==> src/sv/bdr_pkg.sv <==
// Package for the box downsampler: sizes, derived widths and the structs
// that pass between the top level, the position tracker and the channel lanes.
// Depends on nothing.
package bdr_pkg;

	localparam int MAX_WIDTH = 1024;
	localparam int MAX_SCALE = 8;
	localparam int LANES     = 4;

	localparam int CH_W    = 16;
	localparam int SUM_W   = 22;
	localparam int SCALE_W = 4;
	localparam int WIDTH_W = 11;

	localparam int ADDR_W = $clog2(MAX_WIDTH);
	localparam int SC_W   = $clog2(MAX_WIDTH * MAX_SCALE);
	localparam int SUB_W  = $clog2(MAX_SCALE);
	localparam int AREA_W = $clog2(MAX_SCALE * MAX_SCALE + 1);
	localparam int SHIFT_W = $clog2(SUM_W);
	localparam int RCNT_W = $clog2(SC_W + 1);

	// Accumulator division retires this many quotient bits per cycle.
	localparam int DIV_BITS = 2;
	localparam int DIV_CYC  = SUM_W / DIV_BITS;
	localparam int DCNT_W   = $clog2(DIV_CYC + 1);

	// Configuration register indexes, taken from address bit 2.
	localparam logic REG_SCALE = 1'b0;
	localparam logic REG_WIDTH = 1'b1;

	typedef struct packed {
		logic [ADDR_W-1:0] col;
		logic              first;
		logic              last;
		logic              row_end;
	} pos_t;

	typedef struct packed {
		logic                rd;
		logic [ADDR_W-1:0]   addr;
		logic                upd;
		logic                first;
		logic                last;
		logic                pow2;
		logic [SHIFT_W-1:0]  shift;
		logic [AREA_W-1:0]   area;
		logic                step;
	} lane_cmd_t;

endpackage

==> src/sv/bdr_pos.sv <==
// Position tracker: source column, sub-column and row within the block row,
// plus a bit-serial divider that remaps the column after a scale change.
// Depends on bdr_pkg.
module bdr_pos (
	input  logic                        clk,
	input  logic                        arst_n,
	input  logic [bdr_pkg::SCALE_W-1:0] scale,
	input  logic [bdr_pkg::WIDTH_W-1:0] width,
	input  logic                        adv,
	input  logic                        frame_start,
	input  logic                        resync,
	output bdr_pkg::pos_t               pos,
	output logic                        busy
);

	logic [bdr_pkg::SC_W-1:0]   sc_q;
	logic [bdr_pkg::SC_W-1:0]   col_q;
	logic [bdr_pkg::SUB_W-1:0]  sub_q;
	logic [bdr_pkg::SUB_W-1:0]  row_q;
	logic                       busy_q;
	logic [bdr_pkg::RCNT_W-1:0] cnt_q;
	logic [bdr_pkg::SC_W-1:0]   dq_q;
	logic [bdr_pkg::SUB_W-1:0]  dr_q;

	logic [bdr_pkg::SC_W-1:0]   sc_c;
	logic [bdr_pkg::SC_W-1:0]   col_c;
	logic [bdr_pkg::SUB_W-1:0]  sub_c;
	logic [bdr_pkg::SUB_W-1:0]  row_c;
	logic                       sub_end;
	logic                       row_last;
	logic                       col_end;
	logic [bdr_pkg::SUB_W:0]    trial;
	logic                       qbit;
	logic [bdr_pkg::SUB_W-1:0]  dr_n;
	logic [bdr_pkg::SC_W-1:0]   dq_n;

	// Position of the pixel being taken, after frame start and stale checks.
	always_comb begin
		sc_c  = sc_q;
		col_c = col_q;
		sub_c = sub_q;
		row_c = row_q;
		if (frame_start) begin
			sc_c  = '0;
			col_c = '0;
			sub_c = '0;
			row_c = '0;
		end
		if (col_c >= bdr_pkg::SC_W'(width)) begin
			sc_c  = '0;
			col_c = '0;
			sub_c = '0;
		end
		if (bdr_pkg::SCALE_W'(row_c) >= scale) begin
			row_c = '0;
		end
	end

	assign sub_end  = bdr_pkg::SCALE_W'(sub_c) == scale - 1'b1;
	assign row_last = bdr_pkg::SCALE_W'(row_c) == scale - 1'b1;
	assign col_end  = col_c == bdr_pkg::SC_W'(width - 1'b1);

	assign pos.col     = col_c[bdr_pkg::ADDR_W-1:0];
	assign pos.first   = (row_c == '0) && (sub_c == '0);
	assign pos.last    = row_last && sub_end;
	assign pos.row_end = col_end;
	assign busy        = busy_q;

	// One quotient bit per cycle: source column divided by the new scale.
	assign trial = {dr_q, dq_q[bdr_pkg::SC_W-1]};
	assign qbit  = bdr_pkg::SCALE_W'(trial) >= scale;
	assign dr_n  = qbit ? bdr_pkg::SUB_W'(bdr_pkg::SCALE_W'(trial) - scale) :
		trial[bdr_pkg::SUB_W-1:0];
	assign dq_n  = {dq_q[bdr_pkg::SC_W-2:0], qbit};

	always_ff @(posedge clk or negedge arst_n) begin
		if (!arst_n) begin
			sc_q   <= '0;
			col_q  <= '0;
			sub_q  <= '0;
			row_q  <= '0;
			busy_q <= 1'b0;
			cnt_q  <= '0;
			dq_q   <= '0;
			dr_q   <= '0;
		end else if (resync) begin
			busy_q <= 1'b1;
			cnt_q  <= '0;
			dq_q   <= sc_q;
			dr_q   <= '0;
		end else if (busy_q) begin
			dq_q  <= dq_n;
			dr_q  <= dr_n;
			cnt_q <= cnt_q + 1'b1;
			if (cnt_q == bdr_pkg::RCNT_W'(bdr_pkg::SC_W - 1)) begin
				busy_q <= 1'b0;
				col_q  <= dq_n;
				sub_q  <= dr_n;
			end
		end else if (adv) begin
			if (sub_end && col_end) begin
				sc_q  <= '0;
				col_q <= '0;
				sub_q <= '0;
				row_q <= row_last ? '0 : row_c + 1'b1;
			end else begin
				sc_q  <= sc_c + 1'b1;
				row_q <= row_c;
				if (sub_end) begin
					sub_q <= '0;
					col_q <= col_c + 1'b1;
				end else begin
					sub_q <= sub_c + 1'b1;
					col_q <= col_c;
				end
			end
		end
	end

endmodule
==> config.mk <==
export PLATFORM = sky130hd
export DESIGN_NAME = bdr_pos
export DESIGN_NICKNAME = d
export VERILOG_FILES = /design/src/sv/bdr_pkg.sv /design/src/sv/bdr_pos.sv
export SDC_FILE = /design/constraint.sdc
export NUM_CORES = 1
export LEC_CHECK = 0
export BUFFER_PORTS_ARGS = -buffer_cell sky130_fd_sc_hd__buf_4
export CAP_MARGIN = 40
export CORE_ASPECT_RATIO = 0.6
export CORE_UTILIZATION = 50
export CTS_BUF_LIST = sky130_fd_sc_hd__clkbuf_2
export DETAILED_ROUTE_END_ITERATION = 16
export PLACE_DENSITY = 0.67
export SETUP_SLACK_MARGIN = 0.5
export SLEW_MARGIN = 20
export SYNTH_ARGS = -nofsm -noshare
export SYNTH_HDL_FRONTEND = slang
export SYNTH_SLANG_ARGS = --single-unit
==> constraint.sdc <==
create_clock -name clk -period 11.2 [get_ports clk]
set_input_delay 0.56 -clock clk [delete_from_list [all_inputs] [get_ports clk]]
set_output_delay 0.56 -clock clk [all_outputs]
set_load 0.02 [all_outputs]
-- After elaboration in Yosys (flattened, before gate mapping)
Cells that the tools add are included.
W data, S select, Z words.
- register bits: 53
- latch bits: 0
- bits in writable memories: 0
- bits in read-only memories: 0
- bits of input ports: 20
- output and inout bits: 14
- logic and storage cells: 66
- memories: 0
- add/subtract/negate cells: 8
- $mul: 0
- div/mod/pow operators: 0
- $lt $le $gt $ge: 3
- equality and inequality tests: 5
- shift operators: 0
- mux-type cells: 31
- bitwise logic cells: 2
- reduce and logical (&&, ||, !) cells: 9
- operator list (operator ; number):
    $mux W13 ; 12
    $mux W3 ; 14
    $add A13 B1 Y13 const B ; 2
    $eq A13 B13 Y1 ; 1
    $ge A13 B11 Y1 ; 1
    $sub A11 B1 Y12 const B ; 1
    $eq A3 B4 Y1 ; 2
    $mux W4 ; 2
    $add A3 B1 Y3 const B ; 2
    $logic_not A3 Y1 ; 2
    $reduce_and A3 Y1 ; 2
    $add A4 B1 Y4 const B ; 1
    $eq A4 B4 Y1 const B ; 1
    $ge A3 B4 Y1 ; 1
    $ge A4 B4 Y1 ; 1
    $reduce_bool A2 Y1 ; 2
    $sub A4 B1 Y4 const B ; 1
    $logic_and A1 B1 Y1 ; 3
    $mux W1 ; 3
    $sub A3 B3 Y3 ; 1
    $ne A2 B1 Y1 const B ; 1
    $not A1 Y1 ; 2

-- Longest topological paths before layout
Gate-level depths: netlist of the first run.
- word-level depth: 8
- gate-level depth with buffers: 18
- depth with buffers taken out: 15

-- Least setup slack after synthesis of the first run
OpenSTA, ideal clock, no wires.
- path type: input to register
- start: input width[6] in the netlist's numbering
- end: register sc_q[12] in the netlist's numbering
- library setup time: 0.080 ns
- data arrival time: 4.336 ns
- required time: 11.120 ns
- path slack: 6.784 ns
- stages on the path: 18
- path buffers: 4
- cell sequence: clkbuf_1 -> inv_1 -> ha_1 -> a21oi_1 -> o311ai_1 -> or3_4 -> a21oi_4 -> buf_6 -> clkbuf_1 -> clkbuf_1 -> and2_1 -> ha_1 -> nand3_1 -> or4_4 -> nor4_2 -> nand4_1 -> or2_0 -> o211ai_2
- cells in the longest elaborated chain, start to end: 5
- elaborated cells between the ends (all ways): 10
- those cells by class: 2 x add/sub; 1 x order compare; 2 x eq/ne; 4 x mux; 1 x reduce/logical
- ends and longest elaborated chain (item ; line ; source):
    start, declared ; bdr_pos.sv:8 ; input logic [bdr_pkg::WIDTH_W-1:0] width,
    parallel branches: the longest is 4 deep, another holds $ge A13 B11 Y1 ; -- ;
    $mux W13 (*) ; bdr_pos.sv:101 ; if (sub_end && col_end) begin
    end signal, assigned ; bdr_pos.sv:107 ; sc_q <= sc_c + 1'b1;
    end, declared ; bdr_pos.sv:16 ; logic [bdr_pkg::SC_W-1:0] sc_q;
Every way passes the cells marked *.
A chain may end at the register's enable or synchronous reset.

==> flow_metrics.env, run 1 <==
export IMPL_synth_largest_area_cell="dfrtp_1"
export IMPL_timing_max_slew_rel_slack=0.514
export IMPL_grt_overflow=0
export IMPL_synth_edf_count=0
export IMPL_power_mw=0.435
export IMPL_port_buffers=33
export IMPL_p_leak_nw=2.26
export IMPL_yosys_top_cells_count="nand2_1 (63), dfrtp_1 (53), inv_1 (43), nor2_1 (40), a21oi_1 (29)"
export IMPL_slowest_delay_ns=0.58
export IMPL_switching_share=0.368
export IMPL_first_global_vias=3797
export IMPL_crit_buf_inv=3
export IMPL_multi_input_area_mm2=0.00285
export IMPL_fin_crit_ns=4.40
export IMPL_placementRows=26
export IMPL_grt_antenna_before_repair=0
export IMPL_hold_path_class="in2async"
export IMPL_start_kind="register"
export IMPL_slew_viol_final=0
export IMPL_start_util=0.520
export IMPL_numCtsBuffers=5
export IMPL_post_route_period_util=0.393
export IMPL_outcome="finished clean"
export IMPL_wirelength_um=11900
export IMPL_fmax_mhz=227
export IMPL_hold_buffers=0
export IMPL_final_core_util=0.562
export IMPL_synth_seq_cells=53
export IMPL_ys_seq_area_frac=0.296
export IMPL_die_w_um=124
export IMPL_clkSinkCount=53
export IMPL_finClkSkew_ns=0.0323
export IMPL_ir_drop_uv=50.0
export IMPL_drive_gt1_frac=0.133
export IMPL_synth_fp_nets=597
export IMPL_drt_iter0_drc=332
export IMPL_wl_per_cell_um=17.6
export IMPL_drt_first_pass_iters=6
export IMPL_hold_viol_final=0
export IMPL_insertion_delay_ns=0.48
export IMPL_fillers=807
export IMPL_cts_tree="built"
export IMPL_reg2reg_slack_ns=7.09
export IMPL_clkPwrFrac=0.182
export IMPL_yosysTopAreaCellShare=0.296
export IMPL_cpMaxStageDelayCell="or4b_4"
export IMPL_setup_viol=0
export IMPL_htree_levels=2
export IMPL_ios=34
export IMPL_synth_area_mm2=0.00449
export IMPL_vias=4153
export IMPL_grt_use_total=0.269
export IMPL_rsz0062_at_grt="false"
export IMPL_pwr_share_comb=0.294
export IMPL_grt_max_degree=54
export IMPL_cts_buffer_depth=2
export IMPL_nNetsFinal=614
export IMPL_arrival_ns=3.84
export IMPL_drc=0
export IMPL_path_class="reg2out"
export IMPL_ff_latch_area_mm2=0.00133
export IMPL_ant_nets=0
export IMPL_syn_area_per_cell_um2=8.19
export IMPL_maxCapViolations=0
export IMPL_p_seq_frac=0.524
export IMPL_power_internal_mw=0.275
export IMPL_setup_tns_ns=0
export IMPL_gp_congestion=0.902
export IMPL_syn2layout_area_growth_pct=7.89
export IMPL_worstMarginPinSlew_ns=0.728
export IMPL_worst_slack_ns=6.80
export IMPL_synth_area_leaders="dfrtp_1 (30%), ha_1 (7.8%), nand2_1 (5.3%), xnor2_1 (4.9%), inv_1 (3.6%)"
export IMPL_clkTransAtPathRegs_ns=0.28
export IMPL_grt_pass1_wl_um=19900
export IMPL_cts_repair_timing_setup_buffer_count=0
export IMPL_cp_end_kind="output port"
export IMPL_core_area_mm2=0.00862
export IMPL_dieArea_mm2=0.00937
export IMPL_power_density_mw_per_mm2=89.9
export IMPL_path_max_fanout=10
export IMPL_netlist_instances=548
export IMPL_cts_root_buf="clkbuf_2"
export IMPL_viasPerCell=6.13
export IMPL_cts_resized=0
export IMPL_synth_warnings=0
export IMPL_p_sw_mw=0.160
export IMPL_synth_distinct_cells=73
export IMPL_yosysMostFrequentCell="nand2_1"
export IMPL_post_dp_hpwl_um=8880
export IMPL_required_ns=10.64
export IMPL_antennaDiodeCount=0
export IMPL_dpl_worst_slack_ns=6.55
export IMPL_async_flop_share=1.00
export IMPL_cp_top_family="simple AND/OR/NAND/NOR gates"
export IMPL_die_height_um=75.4
export IMPL_cp_cell_sequence="nor2b_1 > ha_1 > nand2_1 > or4b_4 > inv_2 > a21o_1 > a21oi_2 > nor2_1 > buf_4 > nor2_1 > buf_4"
export IMPL_synth_ff_type="dfrtp_1"
layer usage:
layer,vias up,track usage,wire length (um)
met1,2009,0.413,6160
met4,0,0.0402,89
met5,-,0,0
met2,160,0.397,4850
met3,13,0.0534,825
li1,1971,-,-
flip-flops by register name, indices dropped and copies added, names as in the netlist:
register / count
dq_q: 13
busy: 1
sub_q: 3
row_q: 3
cnt_q: 4
dr_q: 3
col_q: 13
sc_q: 13
final cells by class:
type,count,share of cell area
clock buffers,5,0.00517
clock inverters,3,0.00362
inverters,44,0.0341
multi-input cells,421,0.588
flip-flops and latches,53,0.274
well taps,112,0.0289
repair buffers,40,0.0662
power groups by stage:
stage               sequential [mW]  combinational [mW]  clock (mW)
floorplan                     0.221              0.0907           0
finish                        0.228               0.128      0.0791
global placement              0.231               0.120           0
global route                  0.231               0.142      0.0901
CTS                           0.228               0.124      0.0823
detailed placement            0.231               0.123           0
final timing paths:
| check | to | from | cells past startpoint |
|---|---|---|---|
| worst max register to register | sc_q[11]$_DFFE_PN0P_ | col_q[6]$_DFFE_PN0P_ | 13 |
| max in group asynchronous | sc_q[3]$_DFFE_PN0P_ | arst_n | 1 |
| min in group clk | cnt_q[2]$_DFFE_PN0P_ | resync | 2 |
| worst max-delay path | pos[1] | col_q[6]$_DFFE_PN0P_ | 11 |
| worst min register to register | col_q[3]$_DFFE_PN0P_ | col_q[3]$_DFFE_PN0P_ | 2 |
| worst min-delay path | dr_q[1]$_DFFE_PN0P_ | arst_n | 1 |
stage by stage:
stage,hold slack (ns),cell area [um^2],std cells
6_report,0.0687,4840,678
5_1_grt,0.0514,4840,678
2_1_floorplan,0.264,4490,548
3_5_place_dp,0.493,4760,668
3_3_place_gp,0.491,4750,666
4_1_cts,0.0709,4810,676
placed cells by master (no fill, tap or decap), types with 6 or more instances in the layout:
master	Yosys	final
a21oi_1	29	29
o211ai_1	12	12
o21ai_0	26	26
a31oi_1	8	8
xnor2_1	25	25
dfrtp_1	53	53
inv_1	43	43
ha_1	28	28
nor3_1	10	10
nor2b_1	13	13
nand2_1	63	63
nor2_1	40	40
nand3_1	18	18
o31ai_1	7	7
and2_1	6	6
nand4_1	11	11
and3_1	11	11
a21o_1	6	6
buf_4	3	39
mux2i_1	16	16
kinds of logic after synthesis:
kind of cell	count (synthesis)	synth area share
adder cells (fa/ha/maj)	29	0.0825
flip-flops	53	0.296
AO/OA/AOI/OAI	130	0.195
multiplexers	18	0.0407
XOR/XNOR	30	0.0586
AND/OR/NAND/NOR	214	0.258
buffers and inverters	74	0.0700
Note: power is estimated with default switching activity, not from simulation.
==> run 2: changes to the inputs <==
--- a/config.mk
+++ b/config.mk
@@ -11,7 +11,7 @@
 export CORE_UTILIZATION = 50
 export CTS_BUF_LIST = sky130_fd_sc_hd__clkbuf_2
 export DETAILED_ROUTE_END_ITERATION = 16
-export PLACE_DENSITY = 0.67
+export PLACE_DENSITY = 0.7
 export SETUP_SLACK_MARGIN = 0.5
 export SLEW_MARGIN = 20
 export SYNTH_ARGS = -nofsm -noshare
==> constraint.sdc (replaced) <==
create_clock -name clk -period 4.03 [get_ports clk]
set_input_delay 0.2015 -clock clk [delete_from_list [all_inputs] [get_ports clk]]
set_output_delay 0.2015 -clock clk [all_outputs]
set_load 0.02 [all_outputs]
==> run 2 against run 1 <==
Net effect: via count increased by 2.1%; register-to-register slack got worse by 6.5 ns; worst setup slack got worse by 6.2 ns; sequential power increased to 2.7 times the previous value; sequential share of layout area down 1.9 points; flip-flop and latch count did not move; clock skew fell by 0.0064 ns; power grew to 3.0 times the previous value; final cell count increased by 4.1%; largest power group unchanged.
==> flow_metrics.env, run 2 (synthesized netlist as in run 1, its figures left out) <==
export IMPL_outcome="finished clean"
export IMPL_rsz0062_at_grt="true"
export IMPL_top_regs="col_q x13, dq_q x13, sc_q x13"
export IMPL_pwr_share_comb=0.337
export IMPL_cts_tree="built"
export IMPL_worstReg2RegStart="col_q[9]$_DFFE_PN0P_"
export IMPL_clkPwrFrac=0.177
export IMPL_first_global_vias=3905
export IMPL_switching_share=0.367
export IMPL_die_height_um=75.4
export IMPL_path_class="reg2out"
export IMPL_maxCapViolations=0
export IMPL_insertion_delay_ns=0.48
export IMPL_slowest_delay_ns=0.58
export IMPL_numCtsBuffers=5
export IMPL_cp_cell_sequence="inv_2 > nor2_1 > ha_1 > nand2_2 > or4b_4 > inv_2 > a21o_2 > o21ai_1 > a211o_1 > nor2_1 > buf_4"
export IMPL_antennaDiodeCount=0
export IMPL_cp_end_kind="output port"
export IMPL_p_sw_mw=0.471
export IMPL_timing_max_slew_rel_slack=0.447
export IMPL_start_util=0.520
export IMPL_final_cell_mix="buf_4 (65), nand2_1 (61), dfrtp_1 (50), inv_1 (42), nor2_1 (37)"
export IMPL_viasPerCell=6.01
export IMPL_grt_use_total=0.271
export IMPL_post_dp_hpwl_um=9010
export IMPL_core_area_mm2=0.00862
export IMPL_fin_crit_ns=3.47
export IMPL_clkTransAtPathRegs_ns=0.28
export IMPL_worstMarginPinSlew_ns=0.828
export IMPL_final_core_util=0.606
export IMPL_grt_pass1_wl_um=20200
export IMPL_wirelength_um=12500
export IMPL_drive_gt1_frac=0.226
export IMPL_dpl_worst_slack_ns=0.402
export IMPL_drt_iter0_drc=475
export IMPL_post_route_period_util=0.861
export IMPL_setup_viol=0
export IMPL_nNetsFinal=642
export IMPL_whs_path_depth=2
export IMPL_power_internal_mw=0.814
export IMPL_start_kind="register"
export IMPL_hold_path_class="in2reg"
export IMPL_grt_overflow=0
export IMPL_p_leak_nw=2.43
export IMPL_die_w_um=124
export IMPL_grt_max_degree=54
export IMPL_reg2reg_depth=13
export IMPL_hold_viol_final=0
export IMPL_power_density_mw_per_mm2=246
export IMPL_clkSinkCount=53
export IMPL_vias=4241
export IMPL_gp_congestion=0.914
export IMPL_drc=0
export IMPL_rr_endpoint="sc_q[3]$_DFFE_PN0P_"
export IMPL_ant_nets=0
export IMPL_setup_tns_ns=0
export IMPL_arrival_ns=3.27
export IMPL_ios=34
export IMPL_p_seq_frac=0.486
export IMPL_reg2reg_slack_ns=0.57
export IMPL_fillers=749
export IMPL_syn2layout_area_growth_pct=16.5
export IMPL_htree_levels=2
export IMPL_grt_antenna_before_repair=0
export IMPL_fmax_mhz=288
export IMPL_placementRows=26
export IMPL_worst_slack_ns=0.558
export IMPL_worst_hold_path_endpoint="dr_q[2]$_DFFE_PN0P_"
export IMPL_path_max_fanout=5
export IMPL_finClkSkew_ns=0.0259
export IMPL_drt_first_pass_iters=7
export IMPL_worstHoldStart="resync"
export IMPL_dieArea_mm2=0.00937
export IMPL_required_ns=3.83
export IMPL_layout_commonest_cell="buf_4"
export IMPL_port_buffers=33
export IMPL_cpMaxStageDelayCell="or4b_4"
export IMPL_slew_viol_final=0
export IMPL_ir_drop_uv=210
export IMPL_cts_buffer_depth=2
export IMPL_wl_per_cell_um=17.8
export IMPL_cts_root_buf="clkbuf_2"
-- run 2: cell count changes in the layout (fill, tap and decap cells not counted), sizes merged --
cell	delta
buf	+27
clkbuf	+2
clkinv	-2
dlygate4sd3	+1
-- run 2: power groups by stage --
stage	registers (mW)	clock network, mW	logic, mW
final	0.624	0.227	0.433
after global routing	0.631	0.253	0.476
after CTS	0.623	0.237	0.377
after detailed placement	0.633	0	0.361
after global placement	0.631	0	0.352
after floorplan	0.615	0	0.260
-- run 2: routing by layer --
layer | vias to the layer above | GRT usage | routed length (um)
met5 | - | 0 | 0
met4 | 0 | 0.0415 | 69
met3 | 12 | 0.0843 | 1070
met2 | 174 | 0.403 | 5330
met1 | 2025 | 0.395 | 6060
li1 | 2030 | - | -
-- run 2: worst max-delay path: cells and delay by family, from the launching register on --
kind	cells	cell delay, ns
buf+inv	3	0.40
flops	1	0.49
simple gates	4	0.90
fa+ha+maj	1	0.29
compound gates	3	0.70
-- run 2: repair_timing --
action                                  in CTS  in global routing
setup buffers                                4                 16
hold endpoints to repair                    53                  0
resized for setup                            7                 31
hold buffers                                 1                  0
pin swaps                                    1                  3
endpoints found under the setup margin      17                 24
-- run 2: stage by stage --
step | hold WS, ns | power [mW] | std cells | cell area [um^2]
after floorplan | -0.0941 | 0.875 | 548 | 4550
after global placement | 0.291 | 0.983 | 677 | 4860
after detailed placement | 0.295 | 0.995 | 677 | 4860
after CTS | 0.0610 | 1.24 | 690 | 4960
after global routing | 0.0522 | 1.36 | 706 | 5230
final | 0.0956 | 1.28 | 706 | 5230
-- run 2: area by class of cell --
class	instances	area [um^2]	area share
Inverter	44	165	0.0316
Multi-Input combinational cell	421	3030	0.579
Clock inverter	1	7.51	0.00144
Clock buffer	7	35.0	0.00670
Tap cell	112	140	0.0268
Timing Repair Buffer	68	520	0.0996
Sequential cell	53	1330	0.255
-- run 2: worst max-delay path by stage --
stage / start / cells past startpoint / endpoint
floorplan: col_q[6]$_DFFE_PN0P_ / 18 / sc_q[12]$_DFFE_PN0P_
global placement: col_q[2]$_DFFE_PN0P_ / 14 / sc_q[12]$_DFFE_PN0P_
detailed placement: col_q[2]$_DFFE_PN0P_ / 13 / col_q[10]$_DFFE_PN0P_
CTS: col_q[9]$_DFFE_PN0P_ / 11 / pos[0]
global route: col_q[9]$_DFFE_PN0P_ / 13 / sc_q[3]$_DFFE_PN0P_
finish: col_q[9]$_DFFE_PN0P_ / 11 / pos[0]
